File: src/rtl/core/periodic_task_release_timer_unit_macros.svh
// ----------------------------------------------------------------------------
// Assertion macros for the periodic task release timer
// Shared concurrent-check shorthands, clocked on the rising edge and
// disabled while the synchronous reset is held low.
// ----------------------------------------------------------------------------
`ifndef PERIODIC_TASK_RELEASE_TIMER_UNIT_MACROS_SVH
`define PERIODIC_TASK_RELEASE_TIMER_UNIT_MACROS_SVH

// same-cycle implication
`define PTRT_ASSERT_IMPLY(lbl, clk, rst_n, ante, cons) \
    lbl: assert property (@(posedge clk) disable iff (!rst_n) (ante) |-> (cons)) \
        else $error("ptrt check failed: same-cycle implication");

// next-cycle implication
`define PTRT_ASSERT_NEXT(lbl, clk, rst_n, ante, cons) \
    lbl: assert property (@(posedge clk) disable iff (!rst_n) (ante) |=> (cons)) \
        else $error("ptrt check failed: next-cycle implication");

`endif

File: src/rtl/core/ptrt_pkg.sv
// ----------------------------------------------------------------------------
// ptrt_pkg
// Shared constants and types of the periodic task release timer.
// ----------------------------------------------------------------------------
package ptrt_pkg;

    localparam int NUM_TASKS   = 8;   // 1..8
    localparam int TASK_SLOTS  = 8;
    localparam int TASK_W      = 3;
    localparam int SEL_W       = TASK_W + 1;
    localparam int TICK_W      = 32;
    localparam int CFG_IDX_W   = 4;
    localparam int QUEUE_DEPTH = 2;
    localparam int QUEUE_PTR_W = 1;
    localparam int QUEUE_CNT_W = 2;

    localparam logic [TICK_W-1:0] STARTUP_COUNT = 32'd123;

    typedef struct packed {
        logic              periodic;
        logic              high;
        logic [TICK_W-1:0] period;
    } t_setting;

    typedef struct packed {
        logic [TICK_W-1:0] elapsed;
        logic              startup;
    } t_job;

    typedef enum logic [1:0] {
        BK_IDLE,
        BK_UPDATE,
        BK_MASK,
        BK_EMIT
    } t_back_state;

    typedef struct packed {
        logic full;
        logic empty;
    } t_queue_status;

    typedef struct packed {
        logic busy;
        logic pop;
    } t_back_status;

endpackage

File: src/rtl/core/periodic_task_release_timer_unit.sv
// ----------------------------------------------------------------------------
// periodic_task_release_timer_unit
// Time-triggered release timer for up to eight tasks; each tick request
// yields the indices of the tasks released on that scheduler pass.
// ----------------------------------------------------------------------------
//  channel   dir   handshake                      payload
//  tick      in    i_tick_valid / o_tick_stall    i_systick_value
//  release   out   o_res_valid / i_res_stall      o_task_index, o_init_release,
//                                                 o_last_release
//  config    in    i_cfg_valid / o_cfg_ready      i_cfg_index, i_cfg_data
//
//  A pass walks the task countdowns one task per cycle through a single
//  subtract/compare unit, and releases then leave one per cycle unless
//  the output is stalled.
//  A two-entry queue lets tick requests be taken while a pass is running.
//  Synchronous active-low reset; no clearing pass, ready right after reset.
//  Output stall holds the release register and pauses the release sequence.
// ----------------------------------------------------------------------------
`include "periodic_task_release_timer_unit_macros.svh"

module periodic_task_release_timer_unit (
    input  logic                             i_clk,
    input  logic                             i_rst_n,
    input  logic                             i_tick_valid,
    output logic                             o_tick_stall,
    input  logic [ptrt_pkg::TICK_W-1:0]      i_systick_value,
    output logic                             o_res_valid,
    input  logic                             i_res_stall,
    output logic [ptrt_pkg::TASK_W-1:0]      o_task_index,
    output logic                             o_init_release,
    output logic                             o_last_release,
    input  logic                             i_cfg_valid,
    output logic                             o_cfg_ready,
    input  logic [ptrt_pkg::CFG_IDX_W-1:0]   i_cfg_index,
    input  ptrt_pkg::t_setting               i_cfg_data
);

    ptrt_pkg::t_setting      r_setting [ptrt_pkg::TASK_SLOTS];
    ptrt_pkg::t_queue_status queue_status;
    ptrt_pkg::t_back_status  back_status;
    ptrt_pkg::t_job          front_job;
    ptrt_pkg::t_job          head_job;
    logic                    front_push;
    logic                    startup_pending;

    assign o_cfg_ready = 1'b1;

    // writes beyond the last task slot are dropped
    always_ff @(posedge i_clk) begin
        if (!i_rst_n) begin
            for (int k = 0; k < ptrt_pkg::TASK_SLOTS; k++) begin
                r_setting[k] <= '0;
            end
        end else if (i_cfg_valid && o_cfg_ready &&
                     i_cfg_index < ptrt_pkg::CFG_IDX_W'(ptrt_pkg::TASK_SLOTS)) begin
            r_setting[i_cfg_index[ptrt_pkg::TASK_W-1:0]] <= i_cfg_data;
        end
    end

    ptrt_front u_front (
        .i_clk             (i_clk),
        .i_rst_n           (i_rst_n),
        .i_tick_valid      (i_tick_valid),
        .i_systick_value   (i_systick_value),
        .i_queue_status    (queue_status),
        .o_tick_stall      (o_tick_stall),
        .o_push            (front_push),
        .o_job             (front_job),
        .o_startup_pending (startup_pending)
    );

    ptrt_queue u_queue (
        .i_clk    (i_clk),
        .i_rst_n  (i_rst_n),
        .i_push   (front_push),
        .i_job    (front_job),
        .i_pop    (back_status.pop),
        .o_job    (head_job),
        .o_status (queue_status)
    );

    ptrt_back u_back (
        .i_clk          (i_clk),
        .i_rst_n        (i_rst_n),
        .i_job_valid    (!queue_status.empty),
        .i_job          (head_job),
        .i_setting      (r_setting),
        .i_res_stall    (i_res_stall),
        .o_status       (back_status),
        .o_res_valid    (o_res_valid),
        .o_task_index   (o_task_index),
        .o_init_release (o_init_release),
        .o_last_release (o_last_release)
    );

    `PTRT_ASSERT_IMPLY(a_busy_has_request, i_clk, i_rst_n, back_status.busy, !queue_status.empty)
    `PTRT_ASSERT_NEXT(a_push_fills_queue, i_clk, i_rst_n, front_push, !queue_status.empty)
    `PTRT_ASSERT_IMPLY(a_init_after_first, i_clk, i_rst_n, o_res_valid && o_init_release, !startup_pending)

endmodule

File: src/rtl/core/ptrt_front.sv
// ----------------------------------------------------------------------------
// ptrt_front
// Takes tick requests, forms the elapsed count and the start-up flag.
// ----------------------------------------------------------------------------
module ptrt_front (
    input  logic                          i_clk,
    input  logic                          i_rst_n,
    input  logic                          i_tick_valid,
    input  logic [ptrt_pkg::TICK_W-1:0]   i_systick_value,
    input  ptrt_pkg::t_queue_status       i_queue_status,
    output logic                          o_tick_stall,
    output logic                          o_push,
    output ptrt_pkg::t_job                o_job,
    output logic                          o_startup_pending
);

    logic [ptrt_pkg::TICK_W-1:0] r_prev_tick;
    logic                        r_startup;

    assign o_tick_stall      = i_queue_status.full;
    assign o_push            = i_tick_valid && !i_queue_status.full;
    assign o_job.elapsed     = i_systick_value - r_prev_tick;   // wraps mod 2^32
    assign o_job.startup     = r_startup;
    assign o_startup_pending = r_startup;

    always_ff @(posedge i_clk) begin
        if (!i_rst_n) begin
            r_prev_tick <= '0;
            r_startup   <= 1'b1;
        end else if (o_push) begin
            r_prev_tick <= i_systick_value;
            r_startup   <= 1'b0;
        end
    end

endmodule

File: src/rtl/core/ptrt_queue.sv
// ----------------------------------------------------------------------------
// ptrt_queue
// Short request queue between the front and the back.
// ----------------------------------------------------------------------------
module ptrt_queue (
    input  logic                    i_clk,
    input  logic                    i_rst_n,
    input  logic                    i_push,
    input  ptrt_pkg::t_job          i_job,
    input  logic                    i_pop,
    output ptrt_pkg::t_job          o_job,
    output ptrt_pkg::t_queue_status o_status
);

    ptrt_pkg::t_job                   r_data [ptrt_pkg::QUEUE_DEPTH];
    logic [ptrt_pkg::QUEUE_PTR_W-1:0] r_wr_ptr;
    logic [ptrt_pkg::QUEUE_PTR_W-1:0] r_rd_ptr;
    logic [ptrt_pkg::QUEUE_CNT_W-1:0] r_count;
    logic [ptrt_pkg::QUEUE_PTR_W-1:0] n_wr_ptr;
    logic [ptrt_pkg::QUEUE_PTR_W-1:0] n_rd_ptr;

    localparam logic [ptrt_pkg::QUEUE_PTR_W-1:0] LastPtr =
        ptrt_pkg::QUEUE_PTR_W'(ptrt_pkg::QUEUE_DEPTH - 1);

    assign o_job          = r_data[r_rd_ptr];
    assign o_status.full  = (r_count == ptrt_pkg::QUEUE_CNT_W'(ptrt_pkg::QUEUE_DEPTH));
    assign o_status.empty = (r_count == '0);

    always_comb begin
        n_wr_ptr = (r_wr_ptr == LastPtr) ? '0 : r_wr_ptr + 1'b1;
        n_rd_ptr = (r_rd_ptr == LastPtr) ? '0 : r_rd_ptr + 1'b1;
    end

    always_ff @(posedge i_clk) begin
        if (!i_rst_n) begin
            r_wr_ptr <= '0;
            r_rd_ptr <= '0;
            r_count  <= '0;
        end else begin
            if (i_push) begin
                r_wr_ptr <= n_wr_ptr;
            end
            if (i_pop) begin
                r_rd_ptr <= n_rd_ptr;
            end
            if (i_push && !i_pop) begin
                r_count <= r_count + 1'b1;
            end else if (i_pop && !i_push) begin
                r_count <= r_count - 1'b1;
            end
        end
    end

    always_ff @(posedge i_clk) begin
        if (i_push) begin
            r_data[r_wr_ptr] <= i_job;
        end
    end

endmodule

File: src/rtl/core/ptrt_back.sv
// ----------------------------------------------------------------------------
// ptrt_back
// Countdown walker and release sequencer: one task per cycle through a shared
// subtract/compare, then one release per unstalled cycle to output register.
// ----------------------------------------------------------------------------
module ptrt_back (
    input  logic                          i_clk,
    input  logic                          i_rst_n,
    input  logic                          i_job_valid,
    input  ptrt_pkg::t_job                i_job,
    input  ptrt_pkg::t_setting            i_setting [ptrt_pkg::TASK_SLOTS],
    input  logic                          i_res_stall,
    output ptrt_pkg::t_back_status        o_status,
    output logic                          o_res_valid,
    output logic [ptrt_pkg::TASK_W-1:0]   o_task_index,
    output logic                          o_init_release,
    output logic                          o_last_release
);

    localparam int N = ptrt_pkg::NUM_TASKS;
    localparam logic [ptrt_pkg::TASK_W-1:0] LastIdx = ptrt_pkg::TASK_W'(N - 1);

    ptrt_pkg::t_back_state       r_state;
    ptrt_pkg::t_back_state       n_state;
    logic [ptrt_pkg::TASK_W-1:0] r_idx;
    logic [ptrt_pkg::TICK_W-1:0] r_cd [N];
    logic [N-1:0]                r_zero;
    logic [2*N-1:0]              r_mask;       // {normal, start-up}
    logic                        r_res_valid;
    logic [ptrt_pkg::TASK_W-1:0] r_task_index;
    logic                        r_init_release;
    logic                        r_last_release;

    logic                        pop;
    logic                        do_update;
    logic                        do_mask;
    logic                        do_emit;
    logic                        out_free;
    logic [ptrt_pkg::SEL_W-1:0]  sel;
    logic [2*N-1:0]              sel_onehot;
    logic                        emit_init;
    logic                        emit_last;
    logic [ptrt_pkg::TASK_W-1:0] sel_task;
    logic [ptrt_pkg::TASK_W-1:0] rd_idx;
    ptrt_pkg::t_setting          cur_set;
    logic [ptrt_pkg::TICK_W-1:0] cur_cd;
    logic [ptrt_pkg::TICK_W-1:0] dec_cd;
    logic [ptrt_pkg::TICK_W-1:0] upd_cd;
    logic [N-1:0]                start_mask;
    logic [2*N-1:0]              mask_next;

    assign out_free = !r_res_valid || !i_res_stall;

    // lowest pending release first: start-up releases sit in the low half
    always_comb begin
        sel = '0;
        for (int i = 2*N - 1; i >= 0; i--) begin
            if (r_mask[i]) begin
                sel = ptrt_pkg::SEL_W'(i);
            end
        end
        sel_onehot = (2*N)'(1) << sel;
        emit_last  = ((r_mask & ~sel_onehot) == '0);
        emit_init  = (sel < ptrt_pkg::SEL_W'(N));
        sel_task   = emit_init ? sel[ptrt_pkg::TASK_W-1:0]
                               : ptrt_pkg::TASK_W'(sel - ptrt_pkg::SEL_W'(N));
    end

    assign rd_idx  = (r_state == ptrt_pkg::BK_EMIT) ? sel_task : r_idx;
    assign cur_set = i_setting[rd_idx];
    assign cur_cd  = r_cd[r_idx];

    // count down, then force to zero when left above the period
    always_comb begin
        dec_cd = (cur_cd != '0) ? cur_cd - i_job.elapsed : cur_cd;
        upd_cd = (dec_cd > cur_set.period) ? '0 : dec_cd;
    end

    always_comb begin
        for (int k = 0; k < N; k++) begin
            start_mask[k] = i_job.startup && i_setting[k].high && r_zero[k];
        end
        mask_next = {r_zero & ~start_mask, start_mask};
    end

    always_comb begin
        n_state   = r_state;
        pop       = 1'b0;
        do_update = 1'b0;
        do_mask   = 1'b0;
        do_emit   = 1'b0;
        unique case (r_state)
            ptrt_pkg::BK_IDLE: begin
                if (i_job_valid) begin
                    n_state = ptrt_pkg::BK_UPDATE;
                end
            end
            ptrt_pkg::BK_UPDATE: begin
                do_update = 1'b1;
                if (r_idx == LastIdx) begin
                    n_state = ptrt_pkg::BK_MASK;
                end
            end
            ptrt_pkg::BK_MASK: begin
                do_mask = 1'b1;
                if (mask_next == '0) begin
                    pop     = 1'b1;
                    n_state = ptrt_pkg::BK_IDLE;
                end else begin
                    n_state = ptrt_pkg::BK_EMIT;
                end
            end
            ptrt_pkg::BK_EMIT: begin
                if (out_free) begin
                    do_emit = 1'b1;
                    if (emit_last) begin
                        pop     = 1'b1;
                        n_state = ptrt_pkg::BK_IDLE;
                    end
                end
            end
            default: begin
                n_state = ptrt_pkg::BK_IDLE;
            end
        endcase
    end

    always_ff @(posedge i_clk) begin
        if (!i_rst_n) begin
            r_state     <= ptrt_pkg::BK_IDLE;
            r_idx       <= '0;
            r_zero      <= '1;
            r_mask      <= '0;
            r_res_valid <= 1'b0;
            for (int k = 0; k < N; k++) begin
                r_cd[k] <= '0;
            end
        end else begin
            r_state <= n_state;
            if (r_state == ptrt_pkg::BK_IDLE) begin
                r_idx <= '0;
            end else if (do_update) begin
                r_idx <= r_idx + 1'b1;
            end
            // high-priority tasks never count down
            if (do_update && !cur_set.high) begin
                r_cd[r_idx]   <= upd_cd;
                r_zero[r_idx] <= (upd_cd == '0);
            end
            if (do_mask) begin
                r_mask <= mask_next;
            end
            if (do_emit) begin
                r_mask <= r_mask & ~sel_onehot;
                if (emit_init) begin
                    r_cd[sel_task]   <= ptrt_pkg::STARTUP_COUNT;
                    r_zero[sel_task] <= 1'b0;
                end else if (cur_set.periodic) begin
                    r_cd[sel_task]   <= cur_set.period;
                    r_zero[sel_task] <= (cur_set.period == '0);
                end
            end
            if (do_emit) begin
                r_res_valid <= 1'b1;
            end else if (!i_res_stall) begin
                r_res_valid <= 1'b0;
            end
        end
    end

    always_ff @(posedge i_clk) begin
        if (do_emit) begin
            r_task_index   <= sel_task;
            r_init_release <= emit_init;
            r_last_release <= emit_last;
        end
    end

    assign o_status.busy  = (r_state != ptrt_pkg::BK_IDLE);
    assign o_status.pop   = pop;
    assign o_res_valid    = r_res_valid;
    assign o_task_index   = r_task_index;
    assign o_init_release = r_init_release;
    assign o_last_release = r_last_release;

endmodule
File: config.mk
export PLATFORM = sky130hd
export DESIGN_NAME = periodic_task_release_timer_unit
export DESIGN_NICKNAME = d
export VERILOG_FILES = /design/src/rtl/core/ptrt_pkg.sv /design/src/rtl/core/periodic_task_release_timer_unit.sv /design/src/rtl/core/ptrt_front.sv /design/src/rtl/core/ptrt_queue.sv /design/src/rtl/core/ptrt_back.sv
export VERILOG_INCLUDE_DIRS = /design/src /design/src/rtl/core
export SDC_FILE = /design/constraint.sdc
export NUM_CORES = 2
export LEC_CHECK = 0
export ABC_AREA = 1
export BUFFER_PORTS_ARGS = -buffer_cell sky130_fd_sc_hd__buf_2
export CORE_MARGIN = 2
export CORE_UTILIZATION = 35
export CTS_CLUSTER_DIAMETER = 50
export DETAILED_ROUTE_END_ITERATION = 7
export PLACE_DENSITY = 0.47
export SLEW_MARGIN = 10
export SYNTH_ARGS = -nofsm -noshare
export SYNTH_HDL_FRONTEND = slang
export SYNTH_SLANG_ARGS = --single-unit
File: constraint.sdc
create_clock -name i_clk -period 11.8 [get_ports i_clk]
set_input_delay 2.36 -clock i_clk [delete_from_list [all_inputs] [get_ports i_clk]]
set_output_delay 2.36 -clock i_clk [all_outputs]
set_load 0.02 [all_outputs]
==> summary.md <==
| Metric | Value |
|---|---|
| Critical path class | `reg2reg` |
| Initial cell density of the core | `0.353` |
| Synth area leader | `edfxtp_1` |
| Post-Route WL | `116 mm` |
| Clock tree root buffer cell | `clkbuf_16` |
| Cells after Synth | `4349` |
| Count leader, synth | `nor2_1` |
| Vias | `29800` |
| Synth top cells by count | `nor2_1, nand2_1, o21ai_0` |
| Cts repair resizes | `0` |
| Crit-path max FO | `58` |
| Slew HR | `0.246` |
| Mapped Nets | `4523` |
| Setup TNS | `0 ns` |
| Number of global-route vias before repair | `28200` |
| Die area | `0.102 mm^2` |
| Clk slew on worst S/H paths | `0.05 ns` |
| Layout Utilization | `0.405` |
| DR WL/cell | `20.4 um` |
| Sequential Area | `0.0167 mm^2` |
| Crit path top cell by count | `nand2_1` |
| Share of post-route cells with drive strength above 1 | `0.0905` |
| FFs w/ async S/R, synth | `0` |
| Max-cap viol count | `0` |
| Slowest CP cell | `dfxtp_4` |
| Critical path capture point type | `flip-flop` |
| Number of nets in the final layout | `4503` |
| Yosys warning total | `0` |
| H-tree Lvls | `3` |
| Period utilization | `0.689` |
| 1st-pass router iterations | `6` |
| Fill cells | `10000` |
| Die H | `319 um` |
| Vias per inst | `5.21` |
| Area Overhead vs Synth | `14.9%` |
| Pin count of the biggest net entering global routing | `106` |
| Final number of max-transition violations | `0` |
| Fmax | `123 MHz` |
| GR Overflow Total | `0` |
| Clock Skews | `0.0364 ns` |
| Worst path arrival time | `8.74 ns` |
| Post-CTS Hold Buffers | `0` |
| Worst skew pair latency | `0.69 ns` |
| I/O pins | `83` |
| Final Hold Viols | `0` |
| TritonCTS Buffers | `104` |
| Footprint of the multi-input gates | `0.0155 mm^2` |
| Die W | `319 um` |
| Postcts setup bufs | `0` |
| Setup-violating endpoint count in the final report | `0` |
| Min cycle time layout | `8.13 ns` |
| Post-Syn Area per Cell | `7.97 um^2` |
| Slew @ Worst Pin | `1.13 ns` |
| Mapped cell area | `0.0346 mm^2` |
| ANT nets after route | `0` |
| Post-synth EDFFs | `327` |
| Worst path max stage delay | `0.73 ns` |
| Sequential element share of the synthesized area | `0.482` |
| Status | `finished clean` |
| Hold Path Class | `reg2reg` |
| Dpl hpwl | `71.7 mm` |
| CTS tree | `yes` |
| Antenna violations before repair | `10` |
| CTS Buffer Depth | `3` |
| RSZ-0062 raised after global routing | `false` |
| Total clock sinks | `670` |
| Num rows | `115` |
| CP Launch Type | `flip-flop` |
| Routability cong. | `0.897` |
| Global Route Usage Sum | `0.226` |
| Area of the core | `0.0983 mm^2` |
| First-pass GRT wire length | `178 mm` |
| Synth unique cells | `53` |
| #FFs+latches synth | `670` |
| Synth top area share | `0.283` |
| Post-synth top flop | `dfxtp_1` |
| Top cells by area, synth | `edfxtp_1, dfxtp_1, nor2_1` |
| Port Buffer Count | `81` |
| DRC errors left | `0` |
| CP Data Required Time | `12.41 ns` |
| Number of DRC markers in iteration 0 | `2498` |
-- logic make-up (layout without fill, tap and decap cells) --
| family | count (synthesis) | after routing | synth area share |
|---|---|---|---|
| and+or+nand+nor | 1825 | 1825 | 0.222 |
| AOI/OAI and AO/OA | 1030 | 1030 | 0.163 |
| DFF | 670 | 670 | 0.482 |
| buffers and inverters | 639 | 709 | 0.0745 |
| adders and majority gates | 99 | 99 | 0.0362 |
| xor gates and xnor gates | 53 | 53 | 0.0134 |
| muxes | 32 | 32 | 0.00928 |
| other | 1 | 5 | 0.000108 |
-- flip-flops by register name (all words and copies together) (netlist names), 2 cells and up, named ones only --
register,cells
u_back.r_mask,16
u_back.r_state,2
u_back.r_cd,256
u_queue.r_count,2
u_back.r_zero,8
r_setting,272
u_back.o_task_index,3
u_queue.r_data,66
u_back.r_idx,3
u_front.r_prev_tick,32
-- stage by stage --
step           hold slack, ns  std cells  instance area [um^2]  setup slack, ns
2_1_floorplan           0.425       4349                 34600             6.50
3_3_place_gp            0.435       5510                 36000             3.77
3_5_place_dp            0.441       5510                 36000             3.81
4_1_cts                 0.449       5706                 39800             3.78
5_1_grt                 0.460       5708                 39800             2.99
6_report                0.446       5710                 39800             3.67
-- worst max-delay path, delay by kind of cell, from the launching register on --
family | cells | cell delay, ns
AND/OR/NAND/NOR | 21 | 3.41
AO/OA/AOI/OAI | 9 | 1.95
buffers and inverters | 3 | 1.20
adder cells (fa/ha/maj) | 2 | 0.75
flip-flops | 1 | 0.73
-- layer usage --
metal / part of all wire / track usage / routed length [um]
met1: 0.49 / 0.326 / 56500
met5: 0.00056 / 0 / 65
met2: 0.45 / 0.358 / 52300
met3: 0.044 / 0.0293 / 5160
met4: 0.020 / 0.0543 / 2350
-- path summary, 6_finish.rpt --
kind	start	to	slack (ns)	cells past startpoint
setup / recovery	flip-flop	u_back.r_zero[3]$_SDFF_PN1_	3.67	35
setup reg to reg	flip-flop	u_back.r_zero[3]$_SDFF_PN1_	3.67	35
hold / removal	r_setting[131]$_SDFFE_PN0P_	r_setting[131]$_SDFFE_PN0P_	0.45	2
hold reg to reg	r_setting[131]$_SDFFE_PN0P_	r_setting[131]$_SDFFE_PN0P_	0.45	2
-- cell type report --
class                      count  share of cell area
sequential                   670               0.419
multi-input combinational   3040               0.389
clock buffer                 128              0.0700
tap                         1287              0.0404
inverter                     382              0.0360
clock inverter                68              0.0254
timing repair buffer         131              0.0198
antenna                        4            0.000251
-- layout by cell type (no fill, tap or decap), types with 38 or more instances in the layout --
cell,netlist,routed
edfxtp_1,327,327
nand2_1,565,555
xor2_1,38,38
a21oi_1,302,302
o21ai_0,510,508
buf_2,69,80
o211ai_1,38,38
buf_4,10,50
clkbuf_16,0,106
nor2_1,837,831
inv_1,366,362
dfxtp_1,343,339
nand3b_1,76,76
nand3_1,258,258
o22ai_1,55,55
ha_1,97,97
Power is left out: the tool's default activity adds up to more than one toggle a clock period on the data nets, which glitch-free logic cannot reach.
